**src/rtl/gasp_ram.sv**
```systemverilog
`timescale 1ns / 1ps

module gasp_ram #(
    parameter int WIDTH = 8,
    parameter int DEPTH = 256
) (
    input  logic                     clk,
    input  logic                     we,
    input  logic [$clog2(DEPTH)-1:0] waddr,
    input  logic [WIDTH-1:0]         wdata,
    input  logic [$clog2(DEPTH)-1:0] raddr,
    output logic [WIDTH-1:0]         rdata
);

    logic [WIDTH-1:0] mem [DEPTH];

    always_ff @(posedge clk)
    begin
        if (we)
        begin
            mem[waddr] <= wdata;
        end
        rdata <= mem[raddr];
    end

endmodule

```
**config.mk**
```make
export PLATFORM = sky130hd
export DESIGN_NAME = gasp_ram
export DESIGN_NICKNAME = d
export VERILOG_FILES = /design/src/rtl/gasp_ram.sv
export SDC_FILE = /design/constraint.sdc
export NUM_CORES = 2
export LEC_CHECK = 0
export ABC_CLOCK_PERIOD_IN_PS = 2300
export CORE_UTILIZATION = 39
export DETAILED_ROUTE_END_ITERATION = 6
export DONT_BUFFER_PORTS = 1
export SKIP_CTS_REPAIR_TIMING = 1
export SYNTH_ARGS = -nofsm -noshare
export SYNTH_HDL_FRONTEND = slang
export SYNTH_SLANG_ARGS = --single-unit
export TNS_END_PERCENT = 20
```
**constraint.sdc**
```tcl
create_clock -name clk -period 2.3 [get_ports clk]
set_input_delay 0.23 -clock clk [delete_from_list [all_inputs] [get_ports clk]]
set_output_delay 0.23 -clock clk [all_outputs]
set_load 0.03 [all_outputs]
```
; ---- Word-level counts from Yosys, hierarchy flattened
; Memories as Yosys holds them, arrays and structs flattened. A register that Yosys moved wholly into a read port is not among the register bits.
; Cells that the tools add are included.
[op_classes]
n_mux = 2
[ops]
columns = op, count
row1 = $mux W1, 2
[word_totals]
regBits = 0
mem_bits_rw = 2048
inputBits = 26
wordCells = 3
mem_count = 1
[mem_list]
columns = name, words, width, rd, rd_clocked_by_memory_dff, write_ports, line
row1 = mem, 256, 8, 1, 1, 1, 15  ; logic [WIDTH-1:0] mem [DEPTH];

; ---- Longest topological paths before layout
[depth]
ltp_word = 2
mapped_depth = 11
mapped_depth_nobuf = 6

; ---- Least setup slack after synthesis
; OpenSTA, ideal clock, no wires.
[synth_timing]
path_kind = in2reg
startpoint = in raddr[0]
endpoint = reg rdata[2] (read register of mem)
arrival_ns = 2.037
slack_ns = 0.132
path_stages = 9
path_buffers = 4
cell_sequence = buf_6 -> buf_12 -> buf_8 -> buf_2 -> mux4_2 -> a22oi_1 -> a21oi_1 -> nor4_1 -> nor4_2
[synth_lines]
columns = element, line
row1 = start: declaration, 11  ; input logic [$clog2(DEPTH)-1:0] raddr,
row2 = end: declaration, 12  ; output logic [WIDTH-1:0] rdata

==> reports/results.tsv <==
metric	value	unit
clk_path_buf_depth	3	
grt_usage	19.18	%
peakVddDrop	0.0007754	V
grt_pass1_vias	39450	
tightestPinTransition	2.357	ns
gp_congestion	0.8029	
clkSlewWorstSetupHoldPaths	0.06	ns
finalPower	75.45	mW
ys_seq_elements	2056	
wirelength	205000	um
ant_nets	0	
ys_warn_count	0	
die_h	453.7	um
crit_fanout	446	
hold_class	primary input to flip-flop	
whs	-0.4605	ns
drt_first_pass_iters	5	
rrSetupSlack	-0.09	ns
cts_root_buffer	clkbuf_16	
h-tree-depth	4	
crit_arrival	3.98	ns
tritoncts	built	
io_buffers	0	
clock_latency	0.84	ns
grt_pass1_wl	284200	um
core	0.2025	mm^2
grt_max_degree	579	
synthArstFlopShare	0	%
avgSynthCellArea	21.31	um^2
hold_viol	1339	
clock_sinks	2056	
gr-total-overflow	0	
rsz0062_at_grt	yes	
drv_slew	226	
fin_crit	3.241	ns
criticalPathCategory	primary input to flip-flop	
fin_crit_sh	140.9	%
fin_nets	4241	
synth-edff-count	2048	
die_x	453.7	um
ys.flop_type	edfxtp_1	
dp_hpwl	110200	um
cts_buffers	198	
start_util	39.28	%
rows	165	
required	3.04	ns
synth_nets	3759	
antenna_found_initial	1	
via_count	39930	
cp-end-kind	flip-flop	
post-route-drc-count	0	
run_status	finished with violations	
drive_gt1_share	29.11	%
ys_seq_area_share	77.50	%
finalWorstSetupSlack	-0.9409	ns
syn_to_final_growth	15.77	%
vias_per_cell	5.671	
wire_per_inst	29.12	um
slew_headroom	-57.10	%
start_kind	primary input	
drt_iter0_drc	5105	
mappedNetlistArea	0.07956	mm^2
skew	0.03609	ns
cap_violations	0	
fmax	308.6	MHz
power_density	819.2	mW/mm^2
syn_inst	3733	
violations	hold timing, slew limit, setup timing	
leakagePower	29.08	nW
synth_cell_type_count	55	
io_pins	34	
setup_viol	8	
die_area	0.2058	mm^2
==> cells in the mapped netlist, types with 2 or more instances <==
| library cell | instances | area [um^2] |
|---|---|---|
| nor4_1 | 24 | 150.1 |
| o32ai_1 | 4 | 35.03 |
| o22a_1 | 5 | 43.79 |
| buf_8 | 13 | 195.2 |
| a311oi_1 | 2 | 17.52 |
| a22o_1 | 8 | 70.07 |
| a2111oi_1 | 2 | 20.02 |
| nand3_1 | 34 | 170.2 |
| nor3_1 | 22 | 110.1 |
| edfxtp_1 | 2048 | 61500 |
| dfxtp_1 | 8 | 160.2 |
| buf_6 | 21 | 236.5 |
| o21ai_1 | 2 | 10.01 |
| or2_2 | 4 | 25.02 |
| nand3b_1 | 2 | 15.01 |
| nand2b_1 | 8 | 50.05 |
| a22oi_1 | 133 | 998.5 |
| a2111oi_0 | 2 | 17.52 |
| mux4_1 | 2 | 52.55 |
| nand2_1 | 33 | 123.9 |
| nand4_1 | 10 | 62.56 |
| a31oi_1 | 2 | 12.51 |
| mux4_2 | 454 | 10220 |
| clkbuf_1 | 111 | 416.7 |
| and2_1 | 6 | 37.54 |
| nor4_2 | 3 | 37.54 |
| o22ai_1 | 28 | 175.2 |
| o211ai_1 | 10 | 75.07 |
| nor2b_1 | 31 | 193.9 |
| buf_2 | 31 | 155.2 |
| o21ai_0 | 10 | 50.05 |
| buf_4 | 27 | 202.7 |
| mux2i_1 | 134 | 1341 |
| nor2_1 | 282 | 1059 |
| a211oi_1 | 16 | 120.1 |
| and3b_1 | 2 | 17.52 |
| buf_1 | 22 | 82.58 |
| o221ai_1 | 46 | 402.9 |
| buf_12 | 8 | 160.2 |
| a221oi_1 | 13 | 113.9 |
| a21oi_1 | 96 | 480.5 |
==> final timing paths <==
path	start	end	cells past startpoint
setup / recovery	raddr[1]	rdata[3]$_DFF_P_	10
hold / removal	wdata[2]	mem[155][2]$_DFFE_PP_	0
setup reg to reg	mem[195][0]$_DFFE_PP_	rdata[0]$_DFF_P_	6
hold reg to reg	mem[32][5]$_DFFE_PP_	rdata[5]$_DFF_P_	7
==> layout by cell type, fill, tap and decap left out, types with 18 or more instances in the layout <==
| cell type | n |
|---|---|
| edfxtp_1 | 2048 |
| buf_4 | 473 |
| mux4_2 | 454 |
| nor2_1 | 276 |
| clkbuf_16 | 210 |
| mux2i_1 | 134 |
| a22oi_1 | 132 |
| a21oi_1 | 96 |
| clkbuf_1 | 47 |
| o221ai_1 | 44 |
| clkinv_1 | 41 |
| nand3_1 | 34 |
| nand2_1 | 33 |
| clkinv_2 | 33 |
| o22ai_1 | 28 |
| nor2b_1 | 28 |
| nor3_1 | 18 |
==> stage by stage <==
stage	setup TNS (ns)	utilization (%)	setup slack [ns]	std cells	instance area [um^2]
finish	-6.521	45.48	-0.9409	7041	92100
global route	-1.142	45.47	-0.2568	7038	92090
CTS	-1.741	45.13	-0.4670	7011	91400
detailed placement	-6.181	42.14	-1.120	6660	85340
global placement	-9.342	42.12	-1.785	6657	85300
floorplan	0	-	0.1321	3733	79560
==> worst max-delay path: stages <==
cell,delay (ns)
or2b_4,0.95
buf_12,0.17
o221ai_1,0.19
buf_4,0.16
o22ai_1,0.08
buf_4,0.14
o32ai_1,0.42
nor3_1,0.10
buf_4,0.16
nor4_1,0.25
==> flip-flops by register name (all words and copies together), names as in the netlist <==
signal	cells
mem	2048
rdata	8
==> area by class of cell <==
class | instances | area [um^2]
fillers | 16870 | 110400
flip-flops and latches | 2056 | 61660
multi-input cells | 1442 | 16700
clock buffers | 254 | 5278
repair buffers | 515 | 4332
well taps | 2672 | 3343
clock inverters | 97 | 777.0
inverters | 2 | 7.507
diodes | 3 | 7.507
==> power by group <==
group / switching, mW / leakage (nW) / internal [mW]
clock network: 13.7 / 2.96 / 17.2
logic: 1.60 / 7.64 / 1.45
registers: 0.134 / 18.5 / 41.3
total: 15.4 / 29.1 / 60.0
==> cells by family after synthesis <==
kind of cell / synth area share [%]
flops: 77.50
mux: 14.62
simple gates: 2.628
compound gates: 3.419
buf+inv: 1.831
==> per-layer routing <==
layer	up-vias	share of wire (%)	global-route usage, %
li1	16680	-	-
met1	21320	42	27.57
met2	1661	48	30.39
met3	267	7.9	3.238
met4	0	2.2	4.957
met5	-	0	0
(Power assumes the default switching activity.)
