<file path="src/rtl/gasp_pkg.sv">
`timescale 1ns / 1ps

package gasp_pkg;

    localparam int GRID_WIDTH  = 32;
    localparam int GRID_HEIGHT = 32;

    localparam int XW     = $clog2(GRID_WIDTH);
    localparam int YW     = $clog2(GRID_HEIGHT);
    localparam int AW     = XW + YW;                          // cell address {y, x}
    localparam int DEPTH  = 2 ** AW;
    localparam int CW     = AW + 1;                           // open list count
    localparam int DW     = $clog2(GRID_WIDTH + GRID_HEIGHT - 1);
    localparam int COST_W = 12;
    localparam int PRIO_W = 13;
    localparam int DIR_W  = 3;
    localparam int CELL_W = COST_W + PRIO_W + DIR_W + 2;

    typedef logic [XW-1:0] gx_t;
    typedef logic [YW-1:0] gy_t;
    typedef logic [AW-1:0] addr_t;

    typedef enum logic [1:0] {
        MODE_SET    = 2'd0,
        MODE_SEARCH = 2'd1,
        MODE_READ   = 2'd2,
        MODE_NONE   = 2'd3
    } mode_t;

    typedef enum logic [DIR_W-1:0] {
        DIR_NONE  = 3'd0,
        DIR_UP    = 3'd1,
        DIR_DOWN  = 3'd2,
        DIR_LEFT  = 3'd3,
        DIR_RIGHT = 3'd4
    } dir_t;

    typedef struct packed {
        logic [COST_W-1:0] cost;
        logic [PRIO_W-1:0] prio;
        dir_t              parent;
        logic              open;
        logic              visited;
    } cell_t;

    typedef struct packed {
        logic          ok;
        gx_t           x;
        gy_t           y;
        logic [DW-1:0] manh;
    } step_t;

    typedef enum logic [4:0] {
        ST_WIPE,
        ST_IDLE,
        ST_READ,
        ST_CLEAR,
        ST_NF_C,
        ST_NF_CW,
        ST_NF_R,
        ST_NF_RW,
        ST_NF_END,
        ST_CHECK,
        ST_INIT,
        ST_SCAN,
        ST_POP_RD,
        ST_POP_WR,
        ST_NB_ISSUE,
        ST_NB_CHECK,
        ST_DONE
    } state_t;

    // ring offsets as {minus, plus}; the first four are the step directions
    function automatic logic [1:0] ring_dx(input logic [2:0] i);
        logic [1:0] r;
        case (i)
            3'd2, 3'd4, 3'd6: r = 2'b10;
            3'd3, 3'd5, 3'd7: r = 2'b01;
            default:          r = 2'b00;
        endcase
        return r;
    endfunction

    function automatic logic [1:0] ring_dy(input logic [2:0] i);
        logic [1:0] r;
        case (i)
            3'd0, 3'd4, 3'd5: r = 2'b10;
            3'd1, 3'd6, 3'd7: r = 2'b01;
            default:          r = 2'b00;
        endcase
        return r;
    endfunction

    // side of the parent as seen from a child reached by step k
    function automatic dir_t back_dir(input logic [1:0] k);
        dir_t d;
        case (k)
            2'd0:    d = DIR_DOWN;
            2'd1:    d = DIR_UP;
            2'd2:    d = DIR_RIGHT;
            default: d = DIR_LEFT;
        endcase
        return d;
    endfunction

endpackage

</file>
<file path="src/rtl/gasp_step_unit.sv">
`timescale 1ns / 1ps

module gasp_step_unit
    import gasp_pkg::*;
(
    input  gx_t        base_x,
    input  gy_t        base_y,
    input  logic [2:0] dir,
    input  gx_t        tgt_x,
    input  gy_t        tgt_y,
    output step_t      step
);

    logic [1:0] dx;
    logic [1:0] dy;
    gx_t        nx;
    gy_t        ny;
    gx_t        ax;
    gy_t        ay;
    logic       xo;
    logic       yo;

    always_comb
    begin
        dx = ring_dx(dir);
        dy = ring_dy(dir);
        xo = (dx[1] && base_x == '0) || (dx[0] && base_x == gx_t'(GRID_WIDTH - 1));
        yo = (dy[1] && base_y == '0) || (dy[0] && base_y == gy_t'(GRID_HEIGHT - 1));
        nx = dx[1] ? base_x - gx_t'(1) : (dx[0] ? base_x + gx_t'(1) : base_x);
        ny = dy[1] ? base_y - gy_t'(1) : (dy[0] ? base_y + gy_t'(1) : base_y);
        ax = (nx >= tgt_x) ? nx - tgt_x : tgt_x - nx;
        ay = (ny >= tgt_y) ? ny - tgt_y : tgt_y - ny;
        step.ok   = !xo && !yo;
        step.x    = nx;
        step.y    = ny;
        step.manh = DW'(ax) + DW'(ay);
    end

endmodule

</file>
<file path="config.mk">
export PLATFORM = sky130hd
export DESIGN_NAME = gasp_step_unit
export DESIGN_NICKNAME = d
export VERILOG_FILES = /design/src/rtl/gasp_pkg.sv /design/src/rtl/gasp_step_unit.sv
export SDC_FILE = /design/constraint.sdc
export NUM_CORES = 1
export LEC_CHECK = 0
export ABC_CLOCK_PERIOD_IN_PS = 4400
export BUFFER_PORTS_ARGS = -buffer_cell sky130_fd_sc_hd__clkbuf_2
export CAP_MARGIN = 10
export CORE_ASPECT_RATIO = 1.1
export CORE_MARGIN = 10
export CORE_UTILIZATION = 55
export DETAILED_ROUTE_END_ITERATION = 8
export PLACE_DENSITY = 0.91
export SLEW_MARGIN = 40
export SYNTH_ARGS = -nofsm -noshare
export SYNTH_HDL_FRONTEND = slang
export SYNTH_SLANG_ARGS = --single-unit
</file>
<file path="constraint.sdc">
create_clock -name vclk -period 4.4
set_input_delay 0.66 -clock vclk [all_inputs]
set_output_delay 0.66 -clock vclk [all_outputs]
set_load 0.05 [all_outputs]
</file>
==> results by group, run 1 <==
Status
  • Status: stopped before the end
  • Stopped at: 4_1_cts
  • Run Error: [ERROR DPL-0038] Utilization greater than 100%, impossible to legalize

CTS
  • Gates resized, CTS repair: 43
  • Post-CTS Setup Bufs: 7
  • Hold_buf cts: 0

Yosys
  • Sequential element share of the synthesized area: 0%
  • Synth cell types: 38
  • Ys Warns: 0
  • Syn_area_per_cell: 7.57 µm²
  • Top-count cell post-synth: ha_1
  • Net Count, Synth: 260
  • Top cell type's share of synthesized area: 28.4%
  • Cell count after synthesis: 198
  • Cell area after synthesis: 0.00150 mm²
  • Ranking of synthesized cells by area: ha_1 (28%), inv_1 (7.8%), fa_1 (6.7%)
  • Yosys top cell by area: ha_1
  • Top post-synthesis cells by count: ha_1 (34), inv_1 (31), a21oi_1 (16), nor2_1 (12), nor2b_1 (10)

Placed design
  • RD Place Congestion: 0.908
  • Port Buffers: 40
  • DP Worst Slack: -0.262 ns
  • Final HPWL DP: 4.55 mm

Die
  • Initial Util: 58.9%
  • Die Y: 74.8 µm
  • Row count: 19
  • Die extent in x: 69.8 µm
  • I/O pin count: 40
through the flow:
step	TNS, ns	hold slack, ns	utilization [%]	std cells	area (µm²)
3_5_place_dp	-0.814	1.88	89.7	306	2280
2_1_floorplan	-0.0948	1.45	-	198	1730
3_3_place_gp	-0.300	1.87	89.7	306	2280
kinds of logic after synthesis:
| logic type | after synthesis | share of synthesized area [%] |
|---|---|---|
| compound gates | 43 | 18.0 |
| mux | 14 | 9.85 |
| simple gates | 51 | 18.1 |
| fa+ha+maj | 39 | 35.1 |
| xor+xnor | 15 | 9.27 |
| buf+inv | 36 | 9.68 |
==> inputs of run 2 (changes only) <==
CORE_ASPECT_RATIO = unset   (was 1.1)
CORE_UTILIZATION = 40   (was 55)
PLACE_DENSITY = unset   (was 0.91)
PLACE_DENSITY_LB_ADDON = 0.15   (was unset)
==> run 2 against run 1 <==
The flow now finishes, with violations (setup timing); area after synthesis unchanged; synthesized cell count unchanged.
==> results by group, run 2 <==
Drt
  • 1st-iter DRT viols: 34
  • Drt wl/cell: 14.3 µm
  • Drt total wl: 4.76 mm
  • Final ANT Viol Nets: 0
  • DRC Markers: 0
  • 1st-pass router iterations: 4
  • Vias: 1663
  • Avg Vias per Cell: 4.98

Timing
  • Setup ws final: -0.0250 ns
  • Final setup fails: 1
  • WHS: 1.91 ns
  • Slew HR: 75.3%
  • Worst slew pin tran: 0.368 ns
  • Fmax: 0.226 GHz
  • Period utilization: 101%
  • RSZ-0062 raised after global routing: yes
  • Final min period: 4.42 ns
  • Slew Viols, Final: 0
  • Hold Fails Final Rpt: 0

Global routing
  • Largest net degree at the start of global routing: 10
  • Grt total ovfl: 0
  • First-pass GRT wire length: 6.96 mm
  • GRT Total Usage: 12.4%
  • Vias in the first global route: 1646
  • Antenna violations before repair: 0

Min path
  • Worst min path class: input pin to output port

Status
  • Violated checks: setup timing
  • Status: finished, violations left

Die
  • I/O pin count: 40
  • Die area: 0.00660 mm²
  • Die extent in x: 81.2 µm
  • Die Y: 81.2 µm
  • Row count: 22
  • Initial Util: 41.3%
  • Core area: 0.00363 mm²

Layout
  • Clock buffer count: 0
  • Sequential cell count: 0
  • Cell area after layout: 0.00276 mm²
  • N_diodes: 0
  • Most frequent cells in the layout: buf_4 (50), clkbuf_2 (30), inv_1 (27)
  • Share of layout cells above drive strength 1: 57.0%
  • Sequential Area: 0 µm²
  • Final Core Density: 75.8%
  • Layout Area Growth over Synthesis: 83.8%
  • Final #Nets: 350
  • Commonest non-fill, non-tap cell in the layout: buf_4

Power and ir drop
  • PwrDens: 417 mW/mm²
  • Lkg Pwr: 1.32 nW
  • Worst ir drop on vdd: 0.000296 V

Yosys
  • Syn_area_per_cell: 7.57 µm²
  • Ranking of synthesized cells by area: ha_1 (28%), inv_1 (7.8%), fa_1 (6.7%)
  • Top-count cell post-synth: ha_1
  • Top post-synthesis cells by count: ha_1 (34), inv_1 (31), a21oi_1 (16), nor2_1 (12), nor2b_1 (10)
  • Synth cell types: 38
  • Yosys top cell by area: ha_1
  • Ys Warns: 0
  • Sequential element share of the synthesized area: 0%
  • Top cell type's share of synthesized area: 28.4%
  • Net Count, Synth: 260
  • Cell area after synthesis: 0.00150 mm²
  • Cell count after synthesis: 198

Setup path
  • Worst Path Max Fanout: 3
  • WP data required: 3.74 ns
  • Crit Path Class: input pin to output port
  • Crit path max-delay family: compound AO/OA/AOI/OAI gates
  • Slowest-stage cell, CP: ha_1
  • CP cell instances: buf_6, inv_2, ha_4, nor2b_1, a21oi_1, nor2_2, a21oi_4, xnor2_4, ha_4, o21ai_2, a21oi_2, o22ai_4, mux2i_1, xor2_1, ha_1, a21o_1, a21oi_4, xnor2_4, buf_12
  • Crit path largest cell delay: 0.29 ns
  • Worst path arrival time: 3.76 ns
  • CP Buf/Inv Count: 3
  • Crit end category: output port
  • Crit start category: input pin

Placed design
  • Placed Area: 0.00231 mm²
  • RD Place Congestion: 0.865
  • Final HPWL DP: 3.59 mm
  • Port Buffers: 40

Job
  • Maxcap violations: 0
-- run 2: metrics by stage --
step | cells | worst slack (ns) | power (mW) | TNS [ns]
after floorplan | 198 | -0.0525 | 0.657 | -0.0948
final | 334 | -0.0250 | 1.15 | -0.0250
after global routing | 334 | -0.172 | 1.22 | -0.335
after detailed placement | 322 | -0.198 | 1.03 | -0.594
after CTS | 323 | -0.0116 | 1.10 | -0.0116
after global placement | 322 | -0.165 | 1.01 | -0.418
-- run 2: area by class of cell --
cell class,count,area [µm²]
well taps,48,60.1
inverters,32,128
multi-input cells,162,1880
fillers,275,878
repair buffers,92,687
-- run 2: report_power, final --
| part | switching, mW | internal (mW) | total, mW |
|---|---|---|---|
| registers | 0 | 0 | 0 |
| logic | 0.603 | 0.547 | 1.15 |
| clock network | 0 | 0 | 0 |
| total | 0.603 | 0.547 | 1.15 |
-- run 2: timing repair --
item | 4_1_cts | 5_1_grt
setup endpoints to repair | 4 | 5
resized for setup | 13 | 59
hold endpoints to repair | 0 | 0
pin swaps | 12 | 41
setup buffers | 1 | 11
cloned | 0 | 0
hold buffers | 0 | 0
-- run 2: worst paths after layout --
| kind | startpoint | endpoint | slack (ns) | depth (start not counted) |
|---|---|---|---|---|
| setup / recovery | base_y[1] | step[4] | -0.02 | 19 |
| hold / removal | base_y[4] | step[16] | 1.91 | 4 |
-- run 2: per-layer routing --
metal / up-vias / global-route usage [%] / routed length (µm)
met5: - / 0 / 0
met1: 773 / 14.6 / 1940
met2: 34 / 24.7 / 2620
li1: 852 / - / -
met3: 4 / 0.662 / 138
met4: 0 / 1.04 / 63
-- run 2: logic make-up after synthesis --
family | share of synthesized area [%]
adder cells (fa/ha/maj) | 35.1
multiplexers | 9.85
AO/OA/AOI/OAI | 18.0
buffers and inverters | 9.68
AND/OR/NAND/NOR | 18.1
XOR/XNOR | 9.27
(Power assumes the default switching activity.)
==> inputs of run 3 (changes only) <==
CORE_UTILIZATION = 31   (was 40)
==> run 3 against run 2 <==
The run still ends with setup timing left; critical endpoint unchanged; critical path depth is 1 lower; sequential share of layout area unchanged; first-iteration DRC count decreased by 21%; setup slack lost 0.027 ns; fmax decreased by 0.61%; flip-flop and latch count unchanged; via count decreased by 3.4%; combinational power rose by 3%; die area is 22% higher; highest routed layer unchanged; wire length down 12%; power grew 3.1%; count of clock-buffer cells in the layout unchanged.
==> results by group, run 3 (synthesized netlist as in run 2, its figures left out) <==
Status
  • Status: finished, violations left
  • Violated checks: setup timing

Placed design
  • Final HPWL DP: 3.55 mm
  • Port Buffers: 40
  • RD Place Congestion: 0.835
  • DP Worst Slack: -0.255 ns
  • Placed Area: 0.00239 mm²

Min path
  • Hold EP: step[14]
  • WHS Path Cells: 4
  • Worst min path class: input pin to output port
  • Min-delay src: base_x[3]

Layout
  • Final #Nets: 349
  • Commonest non-fill, non-tap cell in the layout: buf_4
  • Most frequent cells in the layout: buf_4 (48), clkbuf_2 (33), inv_1 (28)
  • Clock buffer count: 0
  • Layout Area Growth over Synthesis: 82.6%
  • Sequential Area: 0 µm²
  • Share of layout cells above drive strength 1: 54.0%
  • N_diodes: 0
  • Sequential cell count: 0
  • Cell area after layout: 0.00274 mm²

Drt
  • Top Layer Used: met4
  • DRC Markers: 0
  • 1st-pass router iterations: 3
  • 1st-iter DRT viols: 27
  • Drt total wl: 4.20 mm
  • Final ANT Viol Nets: 0
  • Met1 wire length: 1.87 mm
  • Drt wl/cell: 12.4 µm
  • Vias: 1607
  • Avg Vias per Cell: 4.74
  • WL met3: 136 µm
  • Routed wl met2: 2.18 mm

Global routing
  • First-pass GRT wire length: 6.92 mm
  • GRT Total Usage: 10.1%
  • Vias in the first global route: 1664
  • Antenna violations before repair: 0
  • Largest net degree at the start of global routing: 10
  • Grt total ovfl: 0

Power and ir drop
  • Worst ir drop on vdd: 0.000330 V
  • PwrDens: 433 mW/mm²
  • Lkg Pwr: 1.34 nW

Die
  • Die Y: 89.5 µm
  • Initial Util: 31.9%
  • Die area: 0.00802 mm²
  • Core area: 0.00469 mm²
  • Die extent in x: 89.5 µm
  • Row count: 25
  • I/O pin count: 40

Timing
  • Final setup fails: 1
  • Fmax: 0.225 GHz
  • RSZ-0062 raised after global routing: yes
  • Setup ws final: -0.0520 ns
  • Worst slew pin tran: 0.329 ns
  • Final min period: 4.45 ns
  • Slew Viols, Final: 0
  • Hold Fails Final Rpt: 0
  • WHS: 1.85 ns
  • Period utilization: 101%
  • Slew HR: 77.9%

Setup path
  • Worst Path Max Fanout: 3
  • Worst path arrival time: 3.79 ns
  • Crit end category: output port
  • WP data required: 3.74 ns
  • Crit Path Class: input pin to output port
  • Crit start category: input pin

Job
  • Maxcap violations: 0

CTS
  • Hold_buf cts: 0
## run 3: power breakdown
group          internal, mW  leakage, nW  switching [mW]  total (mW)
registers                 0            0               0           0
clock network             0            0               0           0
logic                 0.578         1.34           0.608        1.19
## run 3: worst max path at each step
stage	startpoint	to	cells past startpoint
6_report	base_x[0]	step[4]	18
5_1_grt	dir[0]	step[4]	16
4_1_cts	base_y[1]	step[4]	20
3_5_place_dp	base_y[0]	step[4]	20
3_3_place_gp	base_x[0]	step[5]	18
2_1_floorplan	dir[0]	step[4]	13
## run 3: per-layer routing
layer | vias to the layer above | track usage (%)
met3 | 2 | 1.09
met5 | - | 0
met2 | 27 | 19.5
met1 | 722 | 12.2
met4 | 0 | 0.289
li1 | 856 | -
## run 3: layout make-up
type	count	area, µm²
multi-input combinational	162	1840
inverter	32	128
fill	428	1950
timing repair buffer	91	701
tap	54	67.6
## run 3: worst max-delay path, stage by stage
cell	delay, ns
clkbuf_2	0.09
ha_1	0.20
and3_1	0.18
ha_1	0.27
nand2_1	0.06
nor2_1	0.04
a21oi_2	0.15
o21ai_4	0.10
ha_4	0.22
a21o_1	0.22
a31o_4	0.24
mux2i_1	0.13
xor2_1	0.17
ha_1	0.34
a21o_1	0.23
a21oi_4	0.21
xnor2_4	0.14
buf_12	0.15
## run 3: per-stage QoR
| step | setup TNS, ns | utilization [%] | power (mW) | std cells |
|---|---|---|---|---|
| final | -0.0520 | 58.3 | 1.19 | 339 |
| after global routing | -0.467 | 58.3 | 1.27 | 339 |
| after CTS | -0.111 | 54.8 | 1.12 | 337 |
| after detailed placement | -0.540 | 50.9 | 1.04 | 336 |
| after global placement | -0.389 | 50.9 | 1.03 | 336 |
| after floorplan | -0.0948 | - | 0.657 | 198 |
## run 3: what timing repair did
| action | CTS | global route |
|---|---|---|
| pin swaps | 17 | 25 |
| resized for setup | 31 | 24 |
| endpoints found under the setup margin | 4 | 4 |
| buffers inserted | 1 | 2 |
